<file path="config.mk">
export PLATFORM = sky130hd
export DESIGN_NAME = sensor_bank_recent_history_top_flat
export DESIGN_NICKNAME = d
export VERILOG_FILES = /design/src/rtl/sbrh_pkg.sv /design/src/rtl/sbrh_if.sv /design/src/rtl/sbrh_datapath.sv /design/src/rtl/sbrh_controller.sv /design/src/rtl/sensor_bank_recent_history_top.sv /design/src/flat_wrapper.sv
export SDC_FILE = /design/constraint.sdc
export NUM_CORES = 1
export LEC_CHECK = 0
export ABC_AREA = 1
export CAP_MARGIN = 5
export CORE_AREA = 3 3 82 142
export DETAILED_ROUTE_END_ITERATION = 16
export DIE_AREA = 0 0 85 145
export DONT_BUFFER_PORTS = 1
export GPL_TIMING_DRIVEN = 1
export SYNTH_ARGS = -nofsm -noshare
export SYNTH_HDL_FRONTEND = slang
export SYNTH_SLANG_ARGS = --single-unit
</file>
<file path="constraint.sdc">
create_clock -name clk -period 6.7 [get_ports clk]
set_input_delay 1.34 -clock clk [delete_from_list [all_inputs] [get_ports clk]]
set_output_delay 1.34 -clock clk [all_outputs]
set_load 0.02 [all_outputs]
</file>
<file path="src/rtl/sbrh_pkg.sv">
// Shared types and constants of the sensor bank recent-history block.
// No dependencies; compile first after the macro header.
package sbrh_pkg;

    localparam int KIND_W    = 1;
    localparam int INDEX_W   = 4;
    localparam int BITS_W    = 8;
    localparam int SLOT_W    = 6;
    localparam int MODULE_W  = 3;
    localparam int CONTACT_W = 5;
    localparam int POS_W     = 3;

    localparam int HISTORY_DEPTH_DEF = 8;

    localparam logic [INDEX_W-1:0] DUMP_BYTES  = 4'd10;
    localparam logic [KIND_W-1:0]  KIND_DUMP   = 1'b0;
    localparam logic [KIND_W-1:0]  KIND_READ   = 1'b1;

    // Commands from the controller to the datapath.
    typedef struct packed {
        logic load;      // capture the incoming item
        logic step;      // emit the next set bit; push it unless a duplicate
        logic read_out;  // emit the latched history slot
    } sbrh_cmd_t;

    // Status from the datapath to the controller.
    typedef struct packed {
        logic is_read;     // incoming item is a slot readout
        logic has_events;  // incoming item is an in-range dump byte with a set bit
        logic scan_last;   // current step takes the final set bit
        logic out_free;    // output register can take a word this cycle
    } sbrh_status_t;

endpackage

</file>
<file path="src/rtl/sbrh_if.sv">
// Valid/ready channel interfaces for the item and result words.
// Depends on sbrh_pkg for field widths.
interface sbrh_item_if;
    logic                         valid;
    logic                         ready;
    logic [sbrh_pkg::KIND_W-1:0]  kind;
    logic [sbrh_pkg::INDEX_W-1:0] byte_index;
    logic [sbrh_pkg::BITS_W-1:0]  sensor_bits;
    logic [sbrh_pkg::SLOT_W-1:0]  read_slot;

    modport source (output valid, kind, byte_index, sensor_bits, read_slot, input ready);
    modport sink   (input valid, kind, byte_index, sensor_bits, read_slot, output ready);
endinterface

interface sbrh_result_if;
    logic                           valid;
    logic                           ready;
    logic [sbrh_pkg::MODULE_W-1:0]  module_res;
    logic [sbrh_pkg::CONTACT_W-1:0] contact;
    logic                           recorded;
    logic                           last;

    modport source (output valid, module_res, contact, recorded, last, input ready);
    modport sink   (input valid, module_res, contact, recorded, last, output ready);
endinterface

</file>
<file path="src/rtl/sbrh_datapath.sv">
// Datapath: item capture, set-bit scan, history shift register, output register.
// Depends on sbrh_pkg.
module sbrh_datapath #(
    parameter int HISTORY_DEPTH = sbrh_pkg::HISTORY_DEPTH_DEF
) (
    input  logic                           clk,
    input  logic                           rst_n,
    input  logic [sbrh_pkg::KIND_W-1:0]    in_kind,
    input  logic [sbrh_pkg::INDEX_W-1:0]   in_byte_index,
    input  logic [sbrh_pkg::BITS_W-1:0]    in_sensor_bits,
    input  logic [sbrh_pkg::SLOT_W-1:0]    in_read_slot,
    input  sbrh_pkg::sbrh_cmd_t            cmd,
    output sbrh_pkg::sbrh_status_t         status,
    input  logic                           out_ready,
    output logic                           out_valid,
    output logic [sbrh_pkg::MODULE_W-1:0]  out_module_res,
    output logic [sbrh_pkg::CONTACT_W-1:0] out_contact,
    output logic                           out_recorded,
    output logic                           out_last
);

    localparam int IDX_W = $clog2(HISTORY_DEPTH);

    logic [sbrh_pkg::BITS_W-1:0]    mask_reg, mask_next;
    logic [sbrh_pkg::MODULE_W-1:0]  mod_reg;
    logic                           half_reg;
    logic [sbrh_pkg::SLOT_W-1:0]    slot_reg;

    logic [sbrh_pkg::MODULE_W-1:0]  hist_mod_reg [HISTORY_DEPTH];
    logic [sbrh_pkg::CONTACT_W-1:0] hist_con_reg [HISTORY_DEPTH];

    logic                           out_valid_reg, out_valid_next;
    logic [sbrh_pkg::MODULE_W-1:0]  out_mod_reg;
    logic [sbrh_pkg::CONTACT_W-1:0] out_con_reg;
    logic                           out_rec_reg;
    logic                           out_last_reg;

    logic [sbrh_pkg::POS_W-1:0]     pos;
    logic                           found;
    logic [sbrh_pkg::CONTACT_W-1:0] contact_w;
    logic                           dup;
    logic                           slot_in_range;
    logic [sbrh_pkg::MODULE_W-1:0]  rd_mod;
    logic [sbrh_pkg::CONTACT_W-1:0] rd_con;

    // First set bit from the MSB side; position 0 is the MSB.
    always_comb
    begin
        pos   = '0;
        found = 1'b0;
        for (int i = 0; i < sbrh_pkg::BITS_W; i++)
        begin
            if (!found && mask_reg[sbrh_pkg::BITS_W-1-i])
            begin
                pos   = sbrh_pkg::POS_W'(i);
                found = 1'b1;
            end
        end
    end

    assign mask_next = mask_reg & ~(8'h80 >> pos);
    assign contact_w = {1'b0, half_reg, pos} + 5'd1;
    assign dup       = (hist_mod_reg[0] == mod_reg) && (hist_con_reg[0] == contact_w);

    assign slot_in_range = ({1'b0, slot_reg} < 7'(HISTORY_DEPTH));
    assign rd_mod = slot_in_range ? hist_mod_reg[slot_reg[IDX_W-1:0]] : '0;
    assign rd_con = slot_in_range ? hist_con_reg[slot_reg[IDX_W-1:0]] : '0;

    assign status.is_read    = (in_kind == sbrh_pkg::KIND_READ);
    assign status.has_events = (in_kind == sbrh_pkg::KIND_DUMP)
                             && (in_byte_index < sbrh_pkg::DUMP_BYTES)
                             && (|in_sensor_bits);
    assign status.scan_last  = (mask_next == '0);
    assign status.out_free   = !out_valid_reg || out_ready;

    // Item capture.
    always_ff @(posedge clk)
    begin
        if (cmd.load)
        begin
            mask_reg <= in_sensor_bits;
            mod_reg  <= in_byte_index[sbrh_pkg::INDEX_W-1:1];
            half_reg <= in_byte_index[0];
            slot_reg <= in_read_slot;
        end
        else if (cmd.step)
        begin
            mask_reg <= mask_next;
        end
    end

    // History: newest in slot 0, shift on every recorded event.
    always_ff @(posedge clk or negedge rst_n)
    begin
        if (!rst_n)
        begin
            for (int s = 0; s < HISTORY_DEPTH; s++)
            begin
                hist_mod_reg[s] <= '0;
                hist_con_reg[s] <= '0;
            end
        end
        else if (cmd.step && !dup)
        begin
            for (int s = HISTORY_DEPTH - 1; s > 0; s--)
            begin
                hist_mod_reg[s] <= hist_mod_reg[s-1];
                hist_con_reg[s] <= hist_con_reg[s-1];
            end
            hist_mod_reg[0] <= mod_reg;
            hist_con_reg[0] <= contact_w;
        end
    end

    always_comb
    begin
        if (cmd.step || cmd.read_out)
            out_valid_next = 1'b1;
        else if (out_ready)
            out_valid_next = 1'b0;
        else
            out_valid_next = out_valid_reg;
    end

    always_ff @(posedge clk or negedge rst_n)
    begin
        if (!rst_n)
            out_valid_reg <= 1'b0;
        else
            out_valid_reg <= out_valid_next;
    end

    always_ff @(posedge clk)
    begin
        if (cmd.step)
        begin
            out_mod_reg  <= mod_reg;
            out_con_reg  <= contact_w;
            out_rec_reg  <= !dup;
            out_last_reg <= (mask_next == '0);
        end
        else if (cmd.read_out)
        begin
            out_mod_reg  <= rd_mod;
            out_con_reg  <= rd_con;
            out_rec_reg  <= 1'b0;
            out_last_reg <= 1'b1;
        end
    end

    assign out_valid      = out_valid_reg;
    assign out_module_res = out_mod_reg;
    assign out_contact    = out_con_reg;
    assign out_recorded   = out_rec_reg;
    assign out_last       = out_last_reg;

endmodule

</file>
<file path="src/rtl/sbrh_controller.sv">
// Controller state machine: accepts items and sequences scan and readout.
// Depends on sbrh_pkg for the command and status structs.
module sbrh_controller (
    input  logic                   clk,
    input  logic                   rst_n,
    input  logic                   in_valid,
    output logic                   in_ready,
    input  sbrh_pkg::sbrh_status_t status,
    output sbrh_pkg::sbrh_cmd_t    cmd
);

    localparam logic [1:0] ST_IDLE = 2'd0;
    localparam logic [1:0] ST_SCAN = 2'd1;
    localparam logic [1:0] ST_READ = 2'd2;

    logic [1:0] state_reg, state_next;

    assign in_ready     = (state_reg == ST_IDLE);
    assign cmd.load     = in_valid && (state_reg == ST_IDLE);
    assign cmd.step     = (state_reg == ST_SCAN) && status.out_free;
    assign cmd.read_out = (state_reg == ST_READ) && status.out_free;

    always_comb
    begin
        state_next = state_reg;
        unique case (state_reg)
            ST_IDLE:
            begin
                if (in_valid)
                begin
                    if (status.is_read)
                        state_next = ST_READ;
                    else if (status.has_events)
                        state_next = ST_SCAN;
                end
            end
            ST_SCAN:
            begin
                if (status.out_free && status.scan_last)
                    state_next = ST_IDLE;
            end
            ST_READ:
            begin
                if (status.out_free)
                    state_next = ST_IDLE;
            end
            default:
            begin
                state_next = ST_IDLE;
            end
        endcase
    end

    always_ff @(posedge clk or negedge rst_n)
    begin
        if (!rst_n)
            state_reg <= ST_IDLE;
        else
            state_reg <= state_next;
    end

endmodule

</file>
<file path="src/rtl/sensor_bank_recent_history_top.sv">
// Top level of the sensor bank recent-history block.
// Depends on sbrh_pkg, sbrh_if, sbrh_controller and sbrh_datapath.
//
//   channel   role   word contents
//   item      sink   kind, byte_index, sensor_bits, read_slot
//   result    source module_res, contact, recorded, last
//
// A dump byte with n set bits holds the block while it takes the word and
// then emits one result per set bit through the single-entry output
// register. A readout holds it for one result; an ignored byte gives none.
// A stalled result holds the scan until the word is taken.
// Reset clears the history flip-flops at once; no clearing pass.
module sensor_bank_recent_history_top #(
    parameter int HISTORY_DEPTH = sbrh_pkg::HISTORY_DEPTH_DEF
) (
    input  logic          clk,
    input  logic          rst_n,
    sbrh_item_if.sink     item,
    sbrh_result_if.source result
);

    sbrh_pkg::sbrh_cmd_t    cmd;
    sbrh_pkg::sbrh_status_t status;

    sbrh_controller u_ctrl (
        .clk      (clk),
        .rst_n    (rst_n),
        .in_valid (item.valid),
        .in_ready (item.ready),
        .status   (status),
        .cmd      (cmd)
    );

    sbrh_datapath #(
        .HISTORY_DEPTH (HISTORY_DEPTH)
    ) u_dp (
        .clk            (clk),
        .rst_n          (rst_n),
        .in_kind        (item.kind),
        .in_byte_index  (item.byte_index),
        .in_sensor_bits (item.sensor_bits),
        .in_read_slot   (item.read_slot),
        .cmd            (cmd),
        .status         (status),
        .out_ready      (result.ready),
        .out_valid      (result.valid),
        .out_module_res (result.module_res),
        .out_contact    (result.contact),
        .out_recorded   (result.recorded),
        .out_last       (result.last)
    );

endmodule

</file>
<file path="src/flat_wrapper.sv">
// flat-port wrapper written by rule: the top's interface ports become plain ports
module sensor_bank_recent_history_top_flat 
#(
    parameter int HISTORY_DEPTH = sbrh_pkg::HISTORY_DEPTH_DEF
)
  (clk, rst_n, item_valid, item_kind, item_byte_index, item_sensor_bits, item_read_slot, item_ready, result_valid, result_module_res, result_contact, result_recorded, result_last, result_ready);
  sbrh_item_if item_i ();
  sbrh_result_if result_i ();
  input  logic clk;
  input  logic rst_n;
  input wire logic [$bits(item_i.valid)-1:0] item_valid;
  input wire logic [$bits(item_i.kind)-1:0] item_kind;
  input wire logic [$bits(item_i.byte_index)-1:0] item_byte_index;
  input wire logic [$bits(item_i.sensor_bits)-1:0] item_sensor_bits;
  input wire logic [$bits(item_i.read_slot)-1:0] item_read_slot;
  output wire logic [$bits(item_i.ready)-1:0] item_ready;
  output wire logic [$bits(result_i.valid)-1:0] result_valid;
  output wire logic [$bits(result_i.module_res)-1:0] result_module_res;
  output wire logic [$bits(result_i.contact)-1:0] result_contact;
  output wire logic [$bits(result_i.recorded)-1:0] result_recorded;
  output wire logic [$bits(result_i.last)-1:0] result_last;
  input wire logic [$bits(result_i.ready)-1:0] result_ready;
  assign item_i.valid = item_valid;
  assign item_i.kind = item_kind;
  assign item_i.byte_index = item_byte_index;
  assign item_i.sensor_bits = item_sensor_bits;
  assign item_i.read_slot = item_read_slot;
  assign item_ready = item_i.ready;
  assign result_valid = result_i.valid;
  assign result_module_res = result_i.module_res;
  assign result_contact = result_i.contact;
  assign result_recorded = result_i.recorded;
  assign result_last = result_i.last;
  assign result_i.ready = result_ready;
  sensor_bank_recent_history_top #(.HISTORY_DEPTH(HISTORY_DEPTH)) u_core (.clk(clk), .rst_n(rst_n), .item(item_i), .result(result_i));
endmodule
</file>
==> out/metrics.yaml <==
slowest_stage: "nand2_8"
powerDensity_mw_per_mm2: 486.8
finalClockSkew_ns: 0.006927
die_h_um: 145
cp_cell_sequence: "nor2_1 > nand3_1 > nor2_2 > o21ai_0 > o21ai_0 > ha_1 > ha_1 > nand2_1 > nand2_1 > nor4_1 > nand3_1 > nor2_2 > nand2_4 > nand2_8 > inv_1"
drt_iter0_markers: 370
hold_path.class: "register to register"
synth_cells: 563
initial_core_util: 0.4419
worstMarginPinSlew_ns: 1.097
grt_max_degree: 68
critPathArrivalTime_ns: 3.86
max_stage_delay_ns: 0.48
syn_avg_cell_area_um2: 8.396
cts_root_buf: "clkbuf_16"
port-buffer-count: 0
post_cts_buffers: 0
synth_common_cells: "nand2_1, nand3_1, dfrtp_1, nor2_1, o21ai_0"
gp_congestion: 0.8886
wl_met3_um: 399
routed.top_layer: "met4"
crit_path_start: "u_core.u_dp.mask_reg[7]"
wl_per_cell_um: 15.41
hpwl_um: 6879
fin_tns_setup_ns: 0
insertion_delay_ns: 0.34
grt_pass1_vias: 3616
drtPass1Iterations: 5
yosys_warnings: 0
hold_viol_final: 0
max-cap-violations: 0
p_leak_nw: 2.436
largest_reg_flops: 40
antenna_found_initial: 0
grt_overflow_total: 0
ys_ff_latch: 95
numPlacedInstances: 665
drt_wl_total_um: 10490
cts_max_path_buffers: 2
p_sw_frac: 0.4097
ios: 35
max_slew_margin: 0.2686
seq_power_share: 0.432
instances_no_fill: 681
critPathCaptureType: "register"
finalSetupViolCount: 0
yosysSeqAreaShare: 0.5326
hold_buffers: 0
post-synth-top-count-cell: "nand2_1"
synthArstFlopShare: 0.7053
ant_nets: 0
pwr-share-clk: 0.221
cts.reportedPaths.clkPinSlew_ns: 0.07
nNetsFinal: 575
area_growth_pct: 7.120
wl_met2_um: 5460
reg2reg_from: "u_core.u_dp.mask_reg[7]"
num_rows: 50
rsz0062_at_grt: "no"
outcome: "finished clean"
start_kind: "register"
vias: 3767
die_area_mm2: 0.01233
peakVddDrop_v: 0.0002667
synth_top_cell_area_share: 0.3547
ys.flop_type: "dfrtp_1"
cts_tree: "yes"
drv_slew: 0
drc: 0
drive_above_1_share: 0.05082
via_per_inst: 5.532
synth_cell_types: 29
syn-num-nets: 592
synth_edf_count: 28
max_freq_mhz: 264.4
power_frac_comb: 0.347
crit_fanout: 62
min_period_ns: 3.782
wl_met1_um: 4422
finalInstanceArea_mm2: 0.005064
yosys.area.top_type: "dfrtp_1"
post_dp_cell_area_mm2: 0.004743
antennaDiodeCount: 0
crit_type: "register to register"
min_period_over_period: 0.5645
p_total_mw: 2.465
cts-resized-gates: 0
grt_pass1_wl_um: 17640
required_ns: 6.78
core_mm2: 0.01070
cts.sinks: 95
htree_levels: 3
track_usage: 0.1782
synth_area_mm2: 0.004727
synth.area.top_cells: "dfrtp_1, edfxtp_1, nand2_1"
cts_buffers: 9
chipWidth_um: 85
holdCritStartpoint: "u_core.u_dp.hist_con_reg[2]"
intPower_mw: 1.455
p_sw_mw: 1.010
## metrics by stage
stage            util  setup slack [ns]  hold WS [ns]
2_1_floorplan       -             3.907        0.4426
3_3_place_gp   0.4434             3.097        0.4560
3_5_place_dp   0.4434             2.926        0.4647
4_1_cts        0.4733             2.924        0.4833
5_1_grt        0.4733             2.610        0.5148
6_report       0.4733             2.918        0.4812
## placed cells by master (no fill, tap or decap), types with 2 or more instances in the layout
cell type | netlist | final
nor2_2 | 3 | 3
nand2_1 | 171 | 171
o22ai_1 | 6 | 6
o31ai_1 | 3 | 3
nand4_1 | 3 | 3
ha_1 | 6 | 6
dfrtp_1 | 67 | 67
clkbuf_16 | 0 | 9
nand3_1 | 74 | 74
inv_2 | 2 | 3
o32ai_1 | 9 | 9
edfxtp_1 | 28 | 28
inv_1 | 32 | 31
bufinv_16 | 0 | 2
buf_4 | 0 | 3
mux2i_1 | 3 | 3
a21oi_1 | 7 | 7
clkinvlp_4 | 0 | 3
xor2_1 | 3 | 3
nor2_1 | 59 | 59
o21ai_0 | 48 | 47
## path summary, 6_finish.rpt
kind / endpoint / slack (ns) / cells past startpoint
worst min register to register: u_core.u_dp.hist_con_reg[2] / 0.48 / 2
min in group asynchronous: u_core.u_dp.hist_mod_reg[6] / 0.69 / 0
max in group asynchronous: u_core.u_dp.hist_con_reg[25] / 5.89 / 0
worst max-delay path: u_core.u_dp.out_recorded / 2.92 / 15
worst min-delay path: u_core.u_dp.hist_con_reg[2] / 0.48 / 2
worst max register to register: u_core.u_dp.out_recorded / 2.92 / 15
## per-layer routing
metal  vias up  track usage
li1       1830            -
met4         0      0.06022
met1      1828       0.2269
met2        90       0.2960
met5         -            0
met3        19      0.04034
## logic make-up after synthesis
group	share of synthesized area
simple gates	0.2800
fa+ha+maj	0.01588
compound gates	0.09688
xor+xnor	0.005560
mux	0.006353
flops	0.5326
buf+inv	0.06273
## worst max-delay path, delay by kind of cell, from the launching register on
kind	cells	cell delay, ns
AO/OA/AOI/OAI	2	0.37
adder cells (fa/ha/maj)	2	0.59
buffers and inverters	1	0.08
flip-flops	1	0.41
AND/OR/NAND/NOR	10	2.04
## cell type report
| cell class | instances | area, um2 |
|---|---|---|
| Clock buffer | 9 | 225.2 |
| Tap cell | 130 | 162.7 |
| Clock inverter | 7 | 95.09 |
| Inverter | 34 | 127.6 |
| Fill cell | 1045 | 5634 |
| Timing Repair Buffer | 3 | 22.52 |
| Sequential cell | 95 | 2517 |
| Multi-Input combinational cell | 403 | 1913 |
## power groups by stage
stage	logic (mW)	registers, mW	clock network (mW)
4_1_cts	0.869	1.06	0.554
5_1_grt	0.987	1.09	0.583
3_5_place_dp	0.861	1.07	0
6_report	0.856	1.06	0.544
2_1_floorplan	0.725	1.02	0
3_3_place_gp	0.844	1.07	0
No activity file was read; power rests on OpenSTA's default activity.
